**config.mk**
```make
export PLATFORM = sky130hd
export DESIGN_NAME = tauv_div_pipe
export DESIGN_NICKNAME = d
export VERILOG_FILES = /design/src/rtl/tauv_div_pipe.sv
export SDC_FILE = /design/constraint.sdc
export NUM_CORES = 2
export LEC_CHECK = 0
export BUFFER_PORTS_ARGS = -buffer_cell sky130_fd_sc_hd__buf_2
export CAP_MARGIN = 10
export CORE_AREA = 2 2 366 368
export DETAILED_ROUTE_END_ITERATION = 8
export DIE_AREA = 0 0 368 370
export GPL_TIMING_DRIVEN = 0
export PLACE_DENSITY = 0.87
export SYNTH_ARGS = -nofsm -noshare
export SYNTH_HDL_FRONTEND = slang
export SYNTH_SLANG_ARGS = --single-unit
```
**constraint.sdc**
```tcl
create_clock -name clk -period 3.2 [get_ports clk]
set_input_delay 0.64 -clock clk [delete_from_list [all_inputs] [get_ports clk]]
set_output_delay 0.64 -clock clk [all_outputs]
set_load 0.05 [all_outputs]
```
**src/rtl/tauv_div_pipe.sv**
```systemverilog
// pipelined restoring divider, one quotient bit per stage, with sideband
module tauv_div_pipe #(
    parameter int QW = 29,
    parameter int DW = 15,
    parameter int SW = 4
) (
    input  logic          clk,
    input  logic          rst_n,
    input  logic          en,
    input  logic          in_valid,
    input  logic [DW-1:0] in_rem,
    input  logic [QW-1:0] in_num,
    input  logic [DW-1:0] in_den,
    input  logic [SW-1:0] in_side,
    output logic          out_valid,
    output logic [QW-1:0] out_quo,
    output logic [DW-1:0] out_rem,
    output logic [SW-1:0] out_side
);

    logic          v_s   [0:QW];
    logic [DW-1:0] rem_s [0:QW];
    logic [QW-1:0] num_s [0:QW];
    logic [QW-1:0] quo_s [0:QW];
    logic [DW-1:0] den_s [0:QW];
    logic [SW-1:0] side_s [0:QW];

    assign v_s[0]    = in_valid;
    assign rem_s[0]  = in_rem;
    assign num_s[0]  = in_num;
    assign quo_s[0]  = '0;
    assign den_s[0]  = in_den;
    assign side_s[0] = in_side;

    for (genvar k = 0; k < QW; k++)
    begin : g_stage
        logic [DW:0]   trial;
        logic [DW:0]   diff;
        logic          ge;
        logic [DW-1:0] rem_next;

        always_comb
        begin
            trial    = {rem_s[k], num_s[k][QW-1]};
            diff     = trial - {1'b0, den_s[k]};
            ge       = trial >= {1'b0, den_s[k]};
            rem_next = ge ? diff[DW-1:0] : trial[DW-1:0];
        end

        always_ff @(posedge clk or negedge rst_n)
        begin
            if (!rst_n)
            begin
                v_s[k+1] <= 1'b0;
            end
            else if (en)
            begin
                v_s[k+1] <= v_s[k];
            end
        end

        always_ff @(posedge clk)
        begin
            if (en)
            begin
                rem_s[k+1]  <= rem_next;
                num_s[k+1]  <= num_s[k] << 1;
                quo_s[k+1]  <= {quo_s[k][QW-2:0], ge};
                den_s[k+1]  <= den_s[k];
                side_s[k+1] <= side_s[k];
            end
        end
    end

    assign out_valid = v_s[QW];
    assign out_quo   = quo_s[QW];
    assign out_rem   = rem_s[QW];
    assign out_side  = side_s[QW];

endmodule

```
==> impl_metrics.csv <==
group,metric,value,unit
cts,clk_latency,800,ps
synth,netlist_instances,5933,
sta,skew,33.79,ps
sta,slew_headroom,27.75,%
route,via_count,48190,
global_route,grt_pass1_vias,47779,
synth,ys_types,91,
critical_path,crit_family,"compound AO/OA/AOI/OAI gates",
synth,ys_warn_count,0,
sta,post-route-period-util,98.82,%
power,p_per_area,979.4,mW/mm2
cells_and_area,fin_cells,8269,
floorplanning,fp.coreArea,0.1325,mm2
placement,numPortBuffers,115,
synth,synth_xor_area_share,3.072,%
critical_path,crit_chain,"inv_2 > ha_4 > fa_2 > nor2b_1 > o31a_1 > o31a_1 > a211o_4 > nor3_2 > o21a_1 > buf_6 > buf_12 > mux2_4",
sta,period_needed,3162,ps
route,drc,0,
run,max-cap-violations,0,
power,finalPower,91.72,mW
cells_and_area,multi_input_area,0.02530,mm2
placement,gp_congestion,0.9300,
route,drt_iter0_markers,4287,
sta,hold_violations,0,
sta,fmax,316.2,MHz
critical_path,slowest_delay,460,ps
status,outcome,"finished, final reports clean",
cells_and_area,insertedDiodeCount,0,
route,drtPass1Iterations,6,
synth,ys.flop_type,"edfxtp_1",
global_route,overflow,0,
floorplanning,ios,116,
critical_path,crit_slowest_cell,"edfxtp_1",
cts,cts_sinks,1841,
route,drt-vias-per-instance,5.828,
synth,synth_edf_count,1812,
global_route,antenna_found_initial,1,
global_route,grtUsageTotal,22.71,%
sta,finalMaxSlewViolations,0,
critical_path,crit_required,3710,ps
floorplanning,die_w,368,um
placement,place_inst,7827,
critical_path,crit_arrival,3670,ps
cells_and_area,num-nets-final,6876,
critical_path,endpoint_kind,"flip-flop",
worst_hold_path,holdCritPathClass,"input pin to flip-flop",
synth,synth-compound-area-share,9.812,%
sta,setup_viol,0,
critical_path,critPathKind,"flip-flop to flip-flop",
cells_and_area,layout_commonest_cell,"edfxtp_1",
cts,clk_pin_slew_worst_paths,60,ps
critical_path,path_common_cell,"o31a_1",
cells_and_area,fillerInstances,8641,
cells_and_area,synthToLayoutAreaGrowth,12.88,%
synth,synth_area,0.08297,mm2
synth,synth-adder-area-share,7.260,%
synth,synth_top_family_by_area,"compound AO/OA/AOI/OAI gates",
global_route,grt_pass1_wl,248500,um
floorplanning,num_rows,134,
sta,worstMarginPinSlew,1070,ps
cts,tritoncts,"yes",
route,wl_per_cell,18.87,um
cts,cts_buffers,185,
synth,synthArstFlopShare,1.575,%
synth,synth.area.mux_share,3.808,%
synth,avgSynthCellArea,13.98,um2
critical_path,crit_fanout,10,
cells_and_area,final_cell_mix,"1812 x edfxtp_1, 546 x inv_1, 433 x ha_1",
cells_and_area,seqCellArea,0.05514,mm2
critical_path,crit_buf_inv,3,
global_route,grt_max_degree,182,
placement,dp_hpwl,102200,um
cts,cts_max_path_buffers,3,
critical_path,critPathLaunchType,"flip-flop",
cells_and_area,drive_gt1_share,13.11,%
cts,cts-root-buf,"clkbuf_16",
synth,ys_seq_area_share,66.46,%
floorplanning,initial_core_util,62.64,%
synth,synth_nets,6464,
cts,h-tree-depth,4,
route,routed_wl,156100,um
power,p_leak,36.11,nW
synth,synth-simple-area-share,6.170,%
power,ir_worst_vdd,0.5949,mV
route,route.antenna.remaining_nets,0,
floorplanning,die_h,370,um
synth,synth-seq-cells,1841,
floorplanning,dieArea,0.1362,mm2
-- cell type report --
class,count,share of cell area [%]
sequential,1841,58.88
multi-input combinational,3399,27.01
clock buffer,217,5.140
tap,1768,2.362
inverter,549,2.203
timing repair buffer,226,1.919
clock inverter,126,1.594
buffer,143,0.8938
-- worst paths after layout --
| check | startpoint | to | slack, ps | depth (start not counted) |
|---|---|---|---|---|
| min in group asynchronous | rst_n | v_s[20] | 410 | 2 |
| max in group asynchronous | rst_n | v_s[28] | 2380 | 2 |
| hold reg to reg | side_s[71] | side_s[67] | 400 | 0 |
| hold / removal | in_num[12] | num_s[825] | 60 | 1 |
| setup reg to reg | g_stage[10].trial[0] | g_stage[11].trial[13] | 40 | 12 |
| setup / recovery | g_stage[10].trial[0] | g_stage[11].trial[13] | 40 | 12 |
-- cells in the mapped netlist, drive strengths merged, types with 22 or more instances --
cell type,n,area [um2]
a21oi,346,1735
inv,549,2063
edfxtp,1812,54410
mux2,247,2789
nor3,60,310.3
o31ai,34,260.3
nor2b,62,395.4
ha,435,5443
o22ai,22,137.6
buf,67,481.7
nor2,279,1047
a211oi,50,375.4
fa,29,580.6
a21o,92,690.7
mux2i,37,370.4
a31oi,51,319.1
o21a,94,705.7
o21ai,353,1778
clkbuf,78,292.8
nand4,70,437.9
xor2,132,1156
dfrtp,29,725.7
nand3,66,330.3
nand2,368,1381
xnor2,159,1393
o31a,33,289.0
nand2b,57,356.6
-- power breakdown --
group / internal (mW) / switching [mW]
clock: 13.2 / 9.08
combinational: 14.8 / 19.1
sequential: 33.1 / 2.37
total: 61.1 / 30.6
-- state kept, by name, indices dropped and copies added, names as in the netlist --
signal,flops
side_s,112
den_s,420
out_quo,29
v_s,28
out_valid,1
num_s,378
out_side,4
out_rem,15
g_stage.trial,448
quo_s,406
-- per-layer routing --
metal / global-route usage (%) / up-vias / part of all wire (%)
met2: 39.01 / 1400 / 50
li1: - / 23032 / -
met1: 30.16 / 23436 / 42
met4: 7.017 / 2 / 2.7
met5: 0 / - / 0.0070
met3: 3.278 / 320 / 4.8
-- per-stage QoR --
step | hold slack, ps | setup WS, ps | util (%) | TNS [ps] | area (um2)
2_1_floorplan | 344.4 | 46.49 | - | 0 | 82970
3_3_place_gp | 400.1 | -25860 | 64.74 | - | 85750
3_5_place_dp | 404.5 | -925.3 | 64.98 | -287120 | 86070
4_1_cts | 7.652 | 10.75 | 70.29 | 0 | 93110
5_1_grt | 21.81 | -30.17 | 70.70 | -183.3 | 93650
6_report | 55.53 | 37.77 | 70.70 | 0 | 93650
-- kinds of logic (layout without fill, tap and decap cells) --
group	after synthesis	count (layout)
buf+inv	694	1261
compound gates	1278	1279
mux	284	284
xor+xnor	291	291
fa+ha+maj	464	464
simple gates	1081	1081
flops	1841	1841
-- what timing repair did --
action	CTS	global route
pin swaps	8	21
setup endpoints to repair	307	245
gates cloned	1	1
resized for setup	44	66
buffers inserted	11	42
hold buffers	46	0
hold endpoints to repair	74	0
No activity file was read; power rests on OpenSTA's default activity.
