==> config.mk <==
export PLATFORM = sky130hd
export DESIGN_NAME = tauv_cols
export DESIGN_NICKNAME = d
export VERILOG_FILES = /design/src/rtl/tauv_pkg.sv /design/src/rtl/tauv_cols.sv
export SDC_FILE = /design/constraint.sdc
export NUM_CORES = 1
export LEC_CHECK = 0
export BUFFER_PORTS_ARGS = -buffer_cell sky130_fd_sc_hd__buf_2
export CAP_MARGIN = 20
export CORE_ASPECT_RATIO = 1.1
export CORE_MARGIN = 1
export CORE_UTILIZATION = 30
export CTS_BUF_LIST = sky130_fd_sc_hd__clkbuf_2
export CTS_CLUSTER_SIZE = 20
export DETAILED_ROUTE_END_ITERATION = 16
export GPL_ROUTABILITY_DRIVEN = 1
export GPL_TIMING_DRIVEN = 0
export HOLD_SLACK_MARGIN = 0.1
export SYNTH_ARGS = -nofsm -noshare
export SYNTH_HDL_FRONTEND = slang
export SYNTH_SLANG_ARGS = --single-unit
==> constraint.sdc <==
create_clock -name clk -period 4.2 [get_ports clk]
set_clock_uncertainty 0.15 [all_clocks]
set_input_delay 0.63 -clock clk [delete_from_list [all_inputs] [get_ports clk]]
set_output_delay 0.63 -clock clk [all_outputs]
set_load 0.02 [all_outputs]
==> src/rtl/tauv_pkg.sv <==
// shared types and constants for the tile atlas uv lookup block
package tauv_pkg;

    localparam int TW_W   = 13;
    localparam int IW_W   = 15;
    localparam int MRG_W  = 10;
    localparam int ID_W   = 29;
    localparam int COL_W  = 16;
    localparam int PITCH_W = 14;
    localparam int POS_W  = 16;
    localparam int UV_W   = 17;
    localparam int CFG_IDX_W  = 3;
    localparam int CFG_DATA_W = 15;

    localparam logic [CFG_IDX_W-1:0] REG_TILE_WIDTH    = 3'd0;
    localparam logic [CFG_IDX_W-1:0] REG_TILE_HEIGHT   = 3'd1;
    localparam logic [CFG_IDX_W-1:0] REG_IMAGE_WIDTH   = 3'd2;
    localparam logic [CFG_IDX_W-1:0] REG_IMAGE_HEIGHT  = 3'd3;
    localparam logic [CFG_IDX_W-1:0] REG_BORDER_MARGIN = 3'd4;
    localparam logic [CFG_IDX_W-1:0] REG_TILE_GAP      = 3'd5;

    localparam logic [TW_W-1:0]  TILE_SIZE_RESET  = 13'd16;
    localparam logic [IW_W-1:0]  IMAGE_SIZE_RESET = 15'd256;
    localparam logic [MRG_W-1:0] MARGIN_RESET     = 10'd0;
    localparam logic [COL_W-1:0] COLS_RESET       = 16'd16;

    typedef struct packed {
        logic bad;
        logic fh;
        logic fv;
        logic fd;
    } flags_t;

    typedef struct packed {
        logic [TW_W-1:0]  tile_width;
        logic [TW_W-1:0]  tile_height;
        logic [IW_W-1:0]  image_width;
        logic [IW_W-1:0]  image_height;
        logic [MRG_W-1:0] border_margin;
        logic [MRG_W-1:0] tile_gap;
    } geom_cfg_t;

endpackage

==> src/rtl/tauv_cols.sv <==
// atlas column count, recomputed bit-serially after each register write
module tauv_cols (
    input  logic                        clk,
    input  logic                        rst_n,
    input  logic                        wr,
    input  tauv_pkg::geom_cfg_t         cfg,
    output logic [tauv_pkg::COL_W-1:0]  cols,
    output logic                        busy
);

    localparam logic [1:0] ST_IDLE = 2'd0;
    localparam logic [1:0] ST_LOAD = 2'd1;
    localparam logic [1:0] ST_RUN  = 2'd2;
    localparam int CNT_W = $clog2(tauv_pkg::COL_W + 1);

    logic [1:0]                      state_reg, state_next;
    logic [tauv_pkg::COL_W-1:0]      dvd_reg, dvd_next;
    logic [tauv_pkg::PITCH_W-1:0]    rem_reg, rem_next;
    logic [CNT_W-1:0]                cnt_reg, cnt_next;
    logic [tauv_pkg::COL_W-1:0]      cols_reg, cols_next;

    logic [tauv_pkg::COL_W:0]        numer;
    logic [tauv_pkg::COL_W:0]        span;
    logic [tauv_pkg::PITCH_W-1:0]    pitch;
    logic [tauv_pkg::PITCH_W:0]      trial;
    logic                            ge;

    assign numer = (tauv_pkg::COL_W+1)'(cfg.image_width) + (tauv_pkg::COL_W+1)'(cfg.tile_gap);
    assign span  = numer - (tauv_pkg::COL_W+1)'(cfg.border_margin);
    assign pitch = tauv_pkg::PITCH_W'(cfg.tile_width) + tauv_pkg::PITCH_W'(cfg.tile_gap);
    assign trial = {rem_reg, dvd_reg[tauv_pkg::COL_W-1]};
    assign ge    = trial >= {1'b0, pitch};

    always_comb
    begin
        state_next = state_reg;
        dvd_next   = dvd_reg;
        rem_next   = rem_reg;
        cnt_next   = cnt_reg;
        cols_next  = cols_reg;
        unique case (state_reg)
            ST_LOAD:
            begin
                if (numer < (tauv_pkg::COL_W+1)'(cfg.border_margin) || pitch == '0)
                begin
                    cols_next  = '0;
                    state_next = ST_IDLE;
                end
                else
                begin
                    dvd_next   = span[tauv_pkg::COL_W-1:0];
                    rem_next   = '0;
                    cnt_next   = CNT_W'(tauv_pkg::COL_W);
                    state_next = ST_RUN;
                end
            end
            ST_RUN:
            begin
                rem_next = ge ? tauv_pkg::PITCH_W'(trial - {1'b0, pitch})
                              : trial[tauv_pkg::PITCH_W-1:0];
                dvd_next = {dvd_reg[tauv_pkg::COL_W-2:0], ge};
                cnt_next = cnt_reg - 1'b1;
                if (cnt_reg == CNT_W'(1))
                begin
                    cols_next  = {dvd_reg[tauv_pkg::COL_W-2:0], ge};
                    state_next = ST_IDLE;
                end
            end
            default:
            begin
                state_next = ST_IDLE;
            end
        endcase
        if (wr)
        begin
            state_next = ST_LOAD;
        end
    end

    always_ff @(posedge clk or negedge rst_n)
    begin
        if (!rst_n)
        begin
            state_reg <= ST_IDLE;
            cols_reg  <= tauv_pkg::COLS_RESET;
            cnt_reg   <= '0;
        end
        else
        begin
            state_reg <= state_next;
            cols_reg  <= cols_next;
            cnt_reg   <= cnt_next;
        end
    end

    always_ff @(posedge clk)
    begin
        dvd_reg <= dvd_next;
        rem_reg <= rem_next;
    end

    assign cols = cols_reg;
    assign busy = state_reg != ST_IDLE;

endmodule

==> impl_metrics.csv <==
group,metric,value,unit
synthesis,syn_avg_cell_area,9.157,µm²
clock_tree,cts_buffers,5,
floorplanning,die_area,16130,µm²
place,portBuffers,66,
setup_path,worstReg2RegEnd,"rem_reg[12]",
detailed_routing,wl_per_cell,14.95,µm
final_layout,seq_area,1478,µm²
detailed_routing,dr.first_iter.drc_count,250,
synthesis,async_flop_share,43.40,%
setup_path,endpoint_kind,"flop",
setup_path,worst_ep_arrival_time,4.16,ns
setup_path,cp.required,4.32,ns
sta,fin_crit_sh,96.29,%
synthesis,yosys-top-cells-area,"edfxtp_1, ha_1, dfrtp_1",
synthesis,syn-cell-area,4688,µm²
final_layout,area_delta_synth_final,18.12,%
hold_path,whs_path_depth,2,
setup_path,ff2ff_setup_slack,1.08,ns
setup_path,path_cells,"buf_2 > ha_1 > fa_1 > a21o_1 > a221oi_4 > o221ai_2 > a21oi_2 > xor2_1 > ha_1 > nand3_2 > nor2_1 > a2111o_1 > a21oi_4 > buf_8 > mux2i_1 > nor2_1",
grt,grt_util_all_layers,14.86,%
setup_path,slowest_delay,0.48,ns
synthesis,synth-seq-area-share,31.52,%
power_and_ir_drop,irDropWorstVdd,137.6,µV
sta,final-hold-violation-count,0,
outcome,status,"finished clean",
detailed_routing,vias,4028,
sta,setup_viol,0,
floorplanning,start_util,30.90,%
grt,antenna_found_initial,1,
synthesis,yosysTopAreaCellShare,19.22,%
final_layout,drive_above_1_share,20.33,%
power_and_ir_drop,power.density,358.5,nW/µm²
synthesis,yosysTopAreaCell,"edfxtp_1",
sta,max_freq,0.2473,GHz
hold_path,hold_end,"state_reg[0]",
synthesis,ys_warn_count,0,
final_layout,layout_common_cells,"buf_2, inv_1, ha_1, nand2_1, nor2_1",
synthesis,syn-num-nets,644,
clock_tree,path_clk_slew,0.29,ns
synthesis,yosys_register_bits,53,
setup_path,critPathLaunchType,"primary input",
setup_path,path_class,"primary input to flop",
setup_path,critPathSlowestCell,"a2111o_1",
final_layout,layout_commonest_cell,"buf_2",
clock_tree,clk_latency,0.49,ns
setup_path,crit_start,"cfg[0]",
synthesis,ys_types,65,
setup_path,path_buf_inv,2,
place,place_hpwl,9.413,mm
final_layout,multiInputGateArea,3062,µm²
run,max_cap_violations,0,
final_layout,fill_cells,1579,
clock_tree,cts-root-buf,"clkbuf_2",
final_layout,final_core_util,36.50,%
setup_path,critPathMaxFanout,10,
synthesis,synth_edf_count,30,
floorplanning,die_width,121.2,µm
final_layout,nets,731,
grt,grt_pass1_vias,3910,
floorplanning,rows,47,
grt,grt_pass1_wl,19.13,mm
floorplanning,pin_count,96,
place,gp_congestion,0.8639,
clock_tree,cts_tree,"done",
clock_tree,ctsHtreeMaxLevel,2,
power_and_ir_drop,p_leak,2.568,nW
clock_tree,cts_buffer_depth,2,
sta,min_period,4.044,ns
detailed_routing,drtAntennaViolNets,0,
hold_path,min_path_type,"primary input to flop",
sta,rsz0062_at_grt,"false",
clock_tree,cts.sinks,53,
sta,slew_headroom,59.32,%
detailed_routing,drtPass1Iterations,4,
sta,maxSlewViolCount,0,
hold_path,worstHoldStart,"wr",
detailed_routing,drc,0,
sta,worst_pin_slew,0.6077,ns
place,place_ws,-0.8276,ns
sta,fin_ws,0.1559,ns
grt,grt_max_degree,31,
setup_path,crit_family,"compound AO/OA/AOI/OAI gates",
floorplanning,coreArea,15170,µm²
synthesis,ys.flop_type,"edfxtp_1",
detailed_routing,routed_wl,11.92,mm
setup_path,reg2reg_depth,12,
detailed_routing,viasPerCell,5.054,
floorplanning,chipHeight,133.1,µm
setup_path,r2r-start,"dvd_reg[15]",
grt,globalRouteOverflowTotal,0,
synthesis,netlist_instances,512,
-- synthesized netlist by cell type (all sizes together) (4+ instances only) --
library cell   n
nand3         14
dfrtp         22
mux2i         22
nor3          12
nor2b          5
a211oi         8
xor2          18
a21oi         31
nor2          44
xnor2         27
ha            49
o31ai          4
nand2         44
clkbuf         8
edfxtp        30
nand2b         5
a21o          17
fa             4
a31oi          4
o21ai         27
inv           50
or2            4
o21a           4
nand4          7
-- stage by stage --
stage               total power [W]  instances  hold WS (ns)  cell area [µm²]  setup TNS [ns]
floorplan                  0.001423        512        0.1844             4713               0
global placement           0.001619        774        0.3129             5289          -42.31
detailed placement         0.001645        774        0.3230             5289          -44.69
CTS                        0.001942        785        0.1659             5404               0
global route               0.002137        797        0.1584             5538               0
finish                     0.001985        797        0.1924             5538               0
-- power breakdown --
part | internal, W | leakage, nW | switching [W]
registers | 0.000657 | 0.604 | 0.0000406
logic | 0.000438 | 1.92 | 0.000562
clock network | 0.000102 | 0.0433 | 0.000185
total | 0.00120 | 2.57 | 0.000788
-- cell families after synthesis --
kind of cell    after synthesis  share of synthesized area, %
compound gates              127                         19.56
xor+xnor                     45                         8.567
fa+ha+maj                    53                         14.79
buf+inv                      61                         5.044
flops                        53                         31.52
mux                          24                         5.177
simple gates                149                         15.35
-- area by class of cell --
type | instances | share of cell area [%]
Antenna cell | 1 | 0.04519
Inverter | 52 | 3.525
Clock inverter | 3 | 0.7908
Sequential cell | 53 | 26.68
Buffer | 9 | 1.017
Multi-Input combinational cell | 399 | 55.29
Tap cell | 196 | 4.428
Timing Repair Buffer | 79 | 7.772
Clock buffer | 5 | 0.4519
-- worst max path at each step --
stage	slack, ns	to	cells after the start
3_5_place_dp	-0.83	dvd_reg[11]	14
2_1_floorplan	0.005	rem_reg[1]	15
4_1_cts	0.004	rem_reg[1]	17
3_3_place_gp	-0.78	dvd_reg[11]	14
5_1_grt	0.006	rem_reg[5]	17
6_report	0.16	rem_reg[1]	16
-- per-layer routing --
metal	vias to the layer above	wire length, µm	track usage (%)
met5	-	0	0
met4	0	197	4.938
met3	16	478	2.140
met2	98	5608	24.19
met1	1891	5633	20.11
li1	2023	-	-
-- repair_timing --
action | CTS | global route
hold buffers | 1 | 0
setup endpoints to repair | 44 | 57
hold endpoints to repair | 22 | 0
cloned | 0 | 2
gates resized for setup | 4 | 12
setup buffers | 2 | 9
pin swaps | 1 | 7
Power figures use the tool's default switching activity.
