`src/rtl/tauv_pkg.sv`:
```
// shared types and constants for the tile atlas uv lookup block
package tauv_pkg;

    localparam int TW_W   = 13;
    localparam int IW_W   = 15;
    localparam int MRG_W  = 10;
    localparam int ID_W   = 29;
    localparam int COL_W  = 16;
    localparam int PITCH_W = 14;
    localparam int POS_W  = 16;
    localparam int UV_W   = 17;
    localparam int CFG_IDX_W  = 3;
    localparam int CFG_DATA_W = 15;

    localparam logic [CFG_IDX_W-1:0] REG_TILE_WIDTH    = 3'd0;
    localparam logic [CFG_IDX_W-1:0] REG_TILE_HEIGHT   = 3'd1;
    localparam logic [CFG_IDX_W-1:0] REG_IMAGE_WIDTH   = 3'd2;
    localparam logic [CFG_IDX_W-1:0] REG_IMAGE_HEIGHT  = 3'd3;
    localparam logic [CFG_IDX_W-1:0] REG_BORDER_MARGIN = 3'd4;
    localparam logic [CFG_IDX_W-1:0] REG_TILE_GAP      = 3'd5;

    localparam logic [TW_W-1:0]  TILE_SIZE_RESET  = 13'd16;
    localparam logic [IW_W-1:0]  IMAGE_SIZE_RESET = 15'd256;
    localparam logic [MRG_W-1:0] MARGIN_RESET     = 10'd0;
    localparam logic [COL_W-1:0] COLS_RESET       = 16'd16;

    typedef struct packed {
        logic bad;
        logic fh;
        logic fv;
        logic fd;
    } flags_t;

    typedef struct packed {
        logic [TW_W-1:0]  tile_width;
        logic [TW_W-1:0]  tile_height;
        logic [IW_W-1:0]  image_width;
        logic [IW_W-1:0]  image_height;
        logic [MRG_W-1:0] border_margin;
        logic [MRG_W-1:0] tile_gap;
    } geom_cfg_t;

endpackage

```
`src/rtl/tauv_geom.sv`:
```
// pixel positions of a tile's edges from its column and row, clamped per axis
module tauv_geom (
    input  logic                           clk,
    input  logic                           rst_n,
    input  logic                           en,
    input  tauv_pkg::geom_cfg_t            cfg,
    input  logic                           in_valid,
    input  logic [tauv_pkg::ID_W-1:0]      row,
    input  logic [tauv_pkg::COL_W-1:0]     col,
    input  tauv_pkg::flags_t               in_flags,
    output logic                           out_valid,
    output tauv_pkg::flags_t               out_flags,
    output logic [tauv_pkg::POS_W-1:0]     px_l,
    output logic [tauv_pkg::POS_W-1:0]     px_r,
    output logic [tauv_pkg::POS_W-1:0]     py_t,
    output logic [tauv_pkg::POS_W-1:0]     py_b
);

    localparam int PXW = tauv_pkg::COL_W + tauv_pkg::PITCH_W + 1;
    localparam int PYW = tauv_pkg::ID_W + tauv_pkg::PITCH_W + 1;

    logic [tauv_pkg::PITCH_W-1:0] pitch_x;
    logic [tauv_pkg::PITCH_W-1:0] pitch_y;
    logic [tauv_pkg::POS_W-1:0]   lim_x;
    logic [tauv_pkg::POS_W-1:0]   lim_y;

    logic [2:0]           v_reg;
    tauv_pkg::flags_t     f1_reg, f2_reg, f3_reg;
    logic [PXW-2:0]       prodx_reg;
    logic [PYW-2:0]       prody_reg;
    logic [PXW-1:0]       xl_reg, xr_reg;
    logic [PYW-1:0]       yt_reg, yb_reg;
    logic [tauv_pkg::POS_W-1:0] pxl_reg, pxr_reg, pyt_reg, pyb_reg;

    assign pitch_x = tauv_pkg::PITCH_W'(cfg.tile_width) + tauv_pkg::PITCH_W'(cfg.tile_gap);
    assign pitch_y = tauv_pkg::PITCH_W'(cfg.tile_height) + tauv_pkg::PITCH_W'(cfg.tile_gap);
    assign lim_x   = {cfg.image_width, 1'b0};
    assign lim_y   = {cfg.image_height, 1'b0};

    always_ff @(posedge clk or negedge rst_n)
    begin
        if (!rst_n)
        begin
            v_reg <= '0;
        end
        else if (en)
        begin
            v_reg <= {v_reg[1:0], in_valid};
        end
    end

    always_ff @(posedge clk)
    begin
        if (en)
        begin
            // multiply
            prodx_reg <= (PXW-1)'(col) * (PXW-1)'(pitch_x);
            prody_reg <= (PYW-1)'(row) * (PYW-1)'(pitch_y);
            f1_reg    <= in_flags;
            // offsets
            xl_reg <= PXW'(prodx_reg) + PXW'(cfg.border_margin);
            xr_reg <= PXW'(prodx_reg) + PXW'(cfg.border_margin) + PXW'(cfg.tile_width);
            yt_reg <= PYW'(prody_reg) + PYW'(cfg.border_margin);
            yb_reg <= PYW'(prody_reg) + PYW'(cfg.border_margin) + PYW'(cfg.tile_height);
            f2_reg <= f1_reg;
            // clamp to twice the image size
            pxl_reg <= (xl_reg > PXW'(lim_x)) ? lim_x : xl_reg[tauv_pkg::POS_W-1:0];
            pxr_reg <= (xr_reg > PXW'(lim_x)) ? lim_x : xr_reg[tauv_pkg::POS_W-1:0];
            pyt_reg <= (yt_reg > PYW'(lim_y)) ? lim_y : yt_reg[tauv_pkg::POS_W-1:0];
            pyb_reg <= (yb_reg > PYW'(lim_y)) ? lim_y : yb_reg[tauv_pkg::POS_W-1:0];
            f3_reg  <= f2_reg;
        end
    end

    assign out_valid = v_reg[2];
    assign out_flags = f3_reg;
    assign px_l = pxl_reg;
    assign px_r = pxr_reg;
    assign py_t = pyt_reg;
    assign py_b = pyb_reg;

endmodule

```
`config.mk`:
```
export PLATFORM = sky130hd
export DESIGN_NAME = tauv_geom
export DESIGN_NICKNAME = d
export VERILOG_FILES = /design/src/rtl/tauv_pkg.sv /design/src/rtl/tauv_geom.sv
export SDC_FILE = /design/constraint.sdc
export NUM_CORES = 2
export LEC_CHECK = 0
export ABC_AREA = 0
export BUFFER_PORTS_ARGS = -buffer_cell sky130_fd_sc_hd__clkbuf_2
export CAP_MARGIN = 20
export CORE_ASPECT_RATIO = 0.75
export CORE_MARGIN = 5
export CORE_UTILIZATION = 50
export CTS_CLUSTER_SIZE = 10
export DETAILED_ROUTE_END_ITERATION = 8
export PLACE_DENSITY = 0.72
export SLEW_MARGIN = 0
export SYNTH_ARGS = -nofsm -noshare
export SYNTH_HDL_FRONTEND = slang
export SYNTH_SLANG_ARGS = --single-unit
```
`constraint.sdc`:
```
create_clock -name clk -period 4.55 [get_ports clk]
set_clock_uncertainty 0.1 [all_clocks]
set_input_delay 0.91 -clock clk [delete_from_list [all_inputs] [get_ports clk]]
set_output_delay 0.91 -clock clk [all_outputs]
set_load 0.005 [all_outputs]
```
==> flow_metrics.env <==
export IMPL_ys_ff_latch=302
export IMPL_synth_seq_area_share=0.244
export IMPL_tightest_slew_ps=1020
export IMPL_cts_sinks=302
export IMPL_crit_fanout=7
export IMPL_dpl_cell_area_mm2=0.0445
export IMPL_arrival_ps=8730
export IMPL_fin_nets=5433
export IMPL_avgRoutedWirePerCell_um=18.7
export IMPL_hp_class="in -> async"
export IMPL_drc=0
export IMPL_ant_nets=0
export IMPL_ys_types=83
export IMPL_cp_top_family="adder cells"
export IMPL_initial_utilization=0.504
export IMPL_synth_fa_ha_area_frac=0.376
export IMPL_fin_hold_ws_ps=41.1
export IMPL_max_stage_delay_ps=590
export IMPL_layout_drive_gt1_share=0.302
export IMPL_cts_tree="done"
export IMPL_crit_top_cell="fa_2"
export IMPL_rows=86
export IMPL_clock_path_buffers=3
export IMPL_fillers=5487
export IMPL_synth_top_family_by_area="adder cells"
export IMPL_ctsHoldBuffers=0
export IMPL_synth_mux_area_fraction=0.0272
export IMPL_synth_nets=4636
export IMPL_cts_htree_levels=2
export IMPL_synth_top_area_frac=0.266
export IMPL_clock_root_buffer="clkbuf_16"
export IMPL_die_w_um=324
export IMPL_numCtsBuffers=37
export IMPL_netlist_instances=3688
export IMPL_final_cell_mix="570 x buf_4, 513 x inv_1, 470 x fa_1, 456 x nand2_1, 299 x edfxtp_1"
export IMPL_antenna_found_initial=4
export IMPL_synth_warning_count=0
export IMPL_end_kind="register"
export IMPL_synth_largest_area_cell="fa_1"
export IMPL_rsz0062_at_grt="true"
export IMPL_max_cap_violations=0
export IMPL_syn_to_final_growth_pct=29.3
export IMPL_synth_area_mm2=0.0371
export IMPL_port_buffers=197
export IMPL_num_vias=29600
export IMPL_viasPerCell=5.41
export IMPL_worst_path_buf_inv=10
export IMPL_finalSetupViolations=65
export IMPL_avgSynthCellArea_um2=10.0
export IMPL_track_usage=0.253
export IMPL_place_hpwl_mm=80.9
export IMPL_wl_mm=102
export IMPL_fin_crit_ps=8540
export IMPL_synth_top_flop_cell="edfxtp_1"
export IMPL_synth_xor_area_share=0.0494
export IMPL_grt_pass1_vias=30200
export IMPL_regArea_mm2=0.00905
export IMPL_relSlewSlack=0.319
export IMPL_pin_count=198
export IMPL_grt_pass1_wl_mm=163
export IMPL_status="finished with violations"
export IMPL_die_area_mm2=0.0797
export IMPL_dp_slack_ps=-5030
export IMPL_core_mm2=0.0735
export IMPL_final_area_mm2=0.0479
export IMPL_cp_start_kind="input port"
export IMPL_multiInputGateArea_mm2=0.0275
export IMPL_die_height_um=246
export IMPL_clk_pin_slew_worst_paths_ps=50
export IMPL_synthArstFlopShare=0.00993
export IMPL_required_ps=4740
export IMPL_cp_slowest_cell="fa_2"
export IMPL_synth_compound_area_share=0.0777
export IMPL_insertion_delay_ps=560
export IMPL_period_share=1.88
export IMPL_yosys_area_share_simple=0.156
export IMPL_overflow=0
export IMPL_layout_commonest_cell="buf_4"
export IMPL_path_class="in -> reg"
export IMPL_synth_edf_count=299
export IMPL_grt_max_degree=130
export IMPL_drtIter0Drc=2316
export IMPL_place_congestion=0.921
export IMPL_first_pass_iters=6
export IMPL_max_freq_mhz=117
export IMPL_synth_area_leaders="fa_1 27%, edfxtp_1 24%, ha_1 11%, inv_1 5.7%, nand2_1 4.9%"
export IMPL_r2r_slack_ps=180
export IMPL_fin_ws_ps=-3990
export IMPL_violations="setup timing"
export IMPL_hold_viol=0
export IMPL_drv_slew=0
[timing repair]
item,4_1_cts,5_1_grt
gates cloned,3,0
pin swaps,190,186
buffers inserted,80,52
endpoints found under the setup margin,65,78
endpoints found under the hold margin,0,0
gates resized for setup,196,126
[cell families (layout without fill, tap and decap cells)]
| kind of cell | after synthesis | in the layout |
|---|---|---|
| adder cells (fa/ha/maj) | 819 | 819 |
| multiplexers | 92 | 92 |
| other | 0 | 2 |
| buffers and inverters | 685 | 1499 |
| XOR/XNOR | 209 | 210 |
| AO/OA/AOI/OAI | 435 | 435 |
| AND/OR/NAND/NOR | 1146 | 1146 |
| flip-flops | 302 | 302 |
[worst paths after layout]
check	from	endpoint	cells past startpoint
max in group asynchronous	rst_n	v_reg[2]	1
hold reg to reg	f2_reg[0]	out_flags[0]	0
setup / recovery	cfg[0]	prody_reg[36]	39
hold / removal	rst_n	v_reg[0]	1
setup reg to reg	prody_reg[0]	yb_reg[42]	15
min in group clk	f2_reg[0]	out_flags[0]	0
[cell type report]
cell class              count  area share
flip-flops and latches    302       0.189
multi-input cells        2702       0.574
repair buffers            880       0.145
clock buffers              52      0.0209
well taps                 968      0.0253
diodes                      2    0.000104
inverters                 562      0.0441
clock inverters             5     0.00110
[layer usage]
layer | vias up | track usage | share of wire
met3 | 144 | 0.0442 | 0.082
met2 | 1143 | 0.391 | 0.44
li1 | 13700 | - | -
met4 | 2 | 0.0598 | 0.024
met1 | 14600 | 0.376 | 0.45
met5 | - | 0 | 0.00012
[Yosys cell counts, types with 64 or more instances]
cell / count
nand3_1: 64
a21oi_1: 126
edfxtp_1: 299
and2_1: 233
nor2_1: 91
fa_1: 492
xnor2_1: 158
o21ai_0: 76
a21o_1: 72
clkbuf_1: 113
nand2_1: 487
ha_1: 327
mux2_2: 69
inv_1: 562
[worst reg2reg max path: stages (launching register included)]
cell and delay, ps:
edfxtp_1 420, ha_1 260, fa_1 450, a211oi_2 200, o21bai_1 200, o211ai_1 320, nand2_1 160, xor2_1 200
ha_1 370, and3_1 170, a31o_2 170, or2_2 170, inv_1 120, nor4b_4 430, nand3_1 210, xnor2_1 160
[through the flow]
stage,setup TNS [ps],cells,utilization
2_1_floorplan,-175360,3688,-
5_1_grt,-208480,5473,0.652
3_5_place_dp,-246120,5305,0.605
6_report,-193170,5473,0.652
3_3_place_gp,-236860,5305,0.605
4_1_cts,-192580,5437,0.642
Power is not shown: default switching activity piles up to over one toggle a cycle in this logic, so the estimate is an artifact.
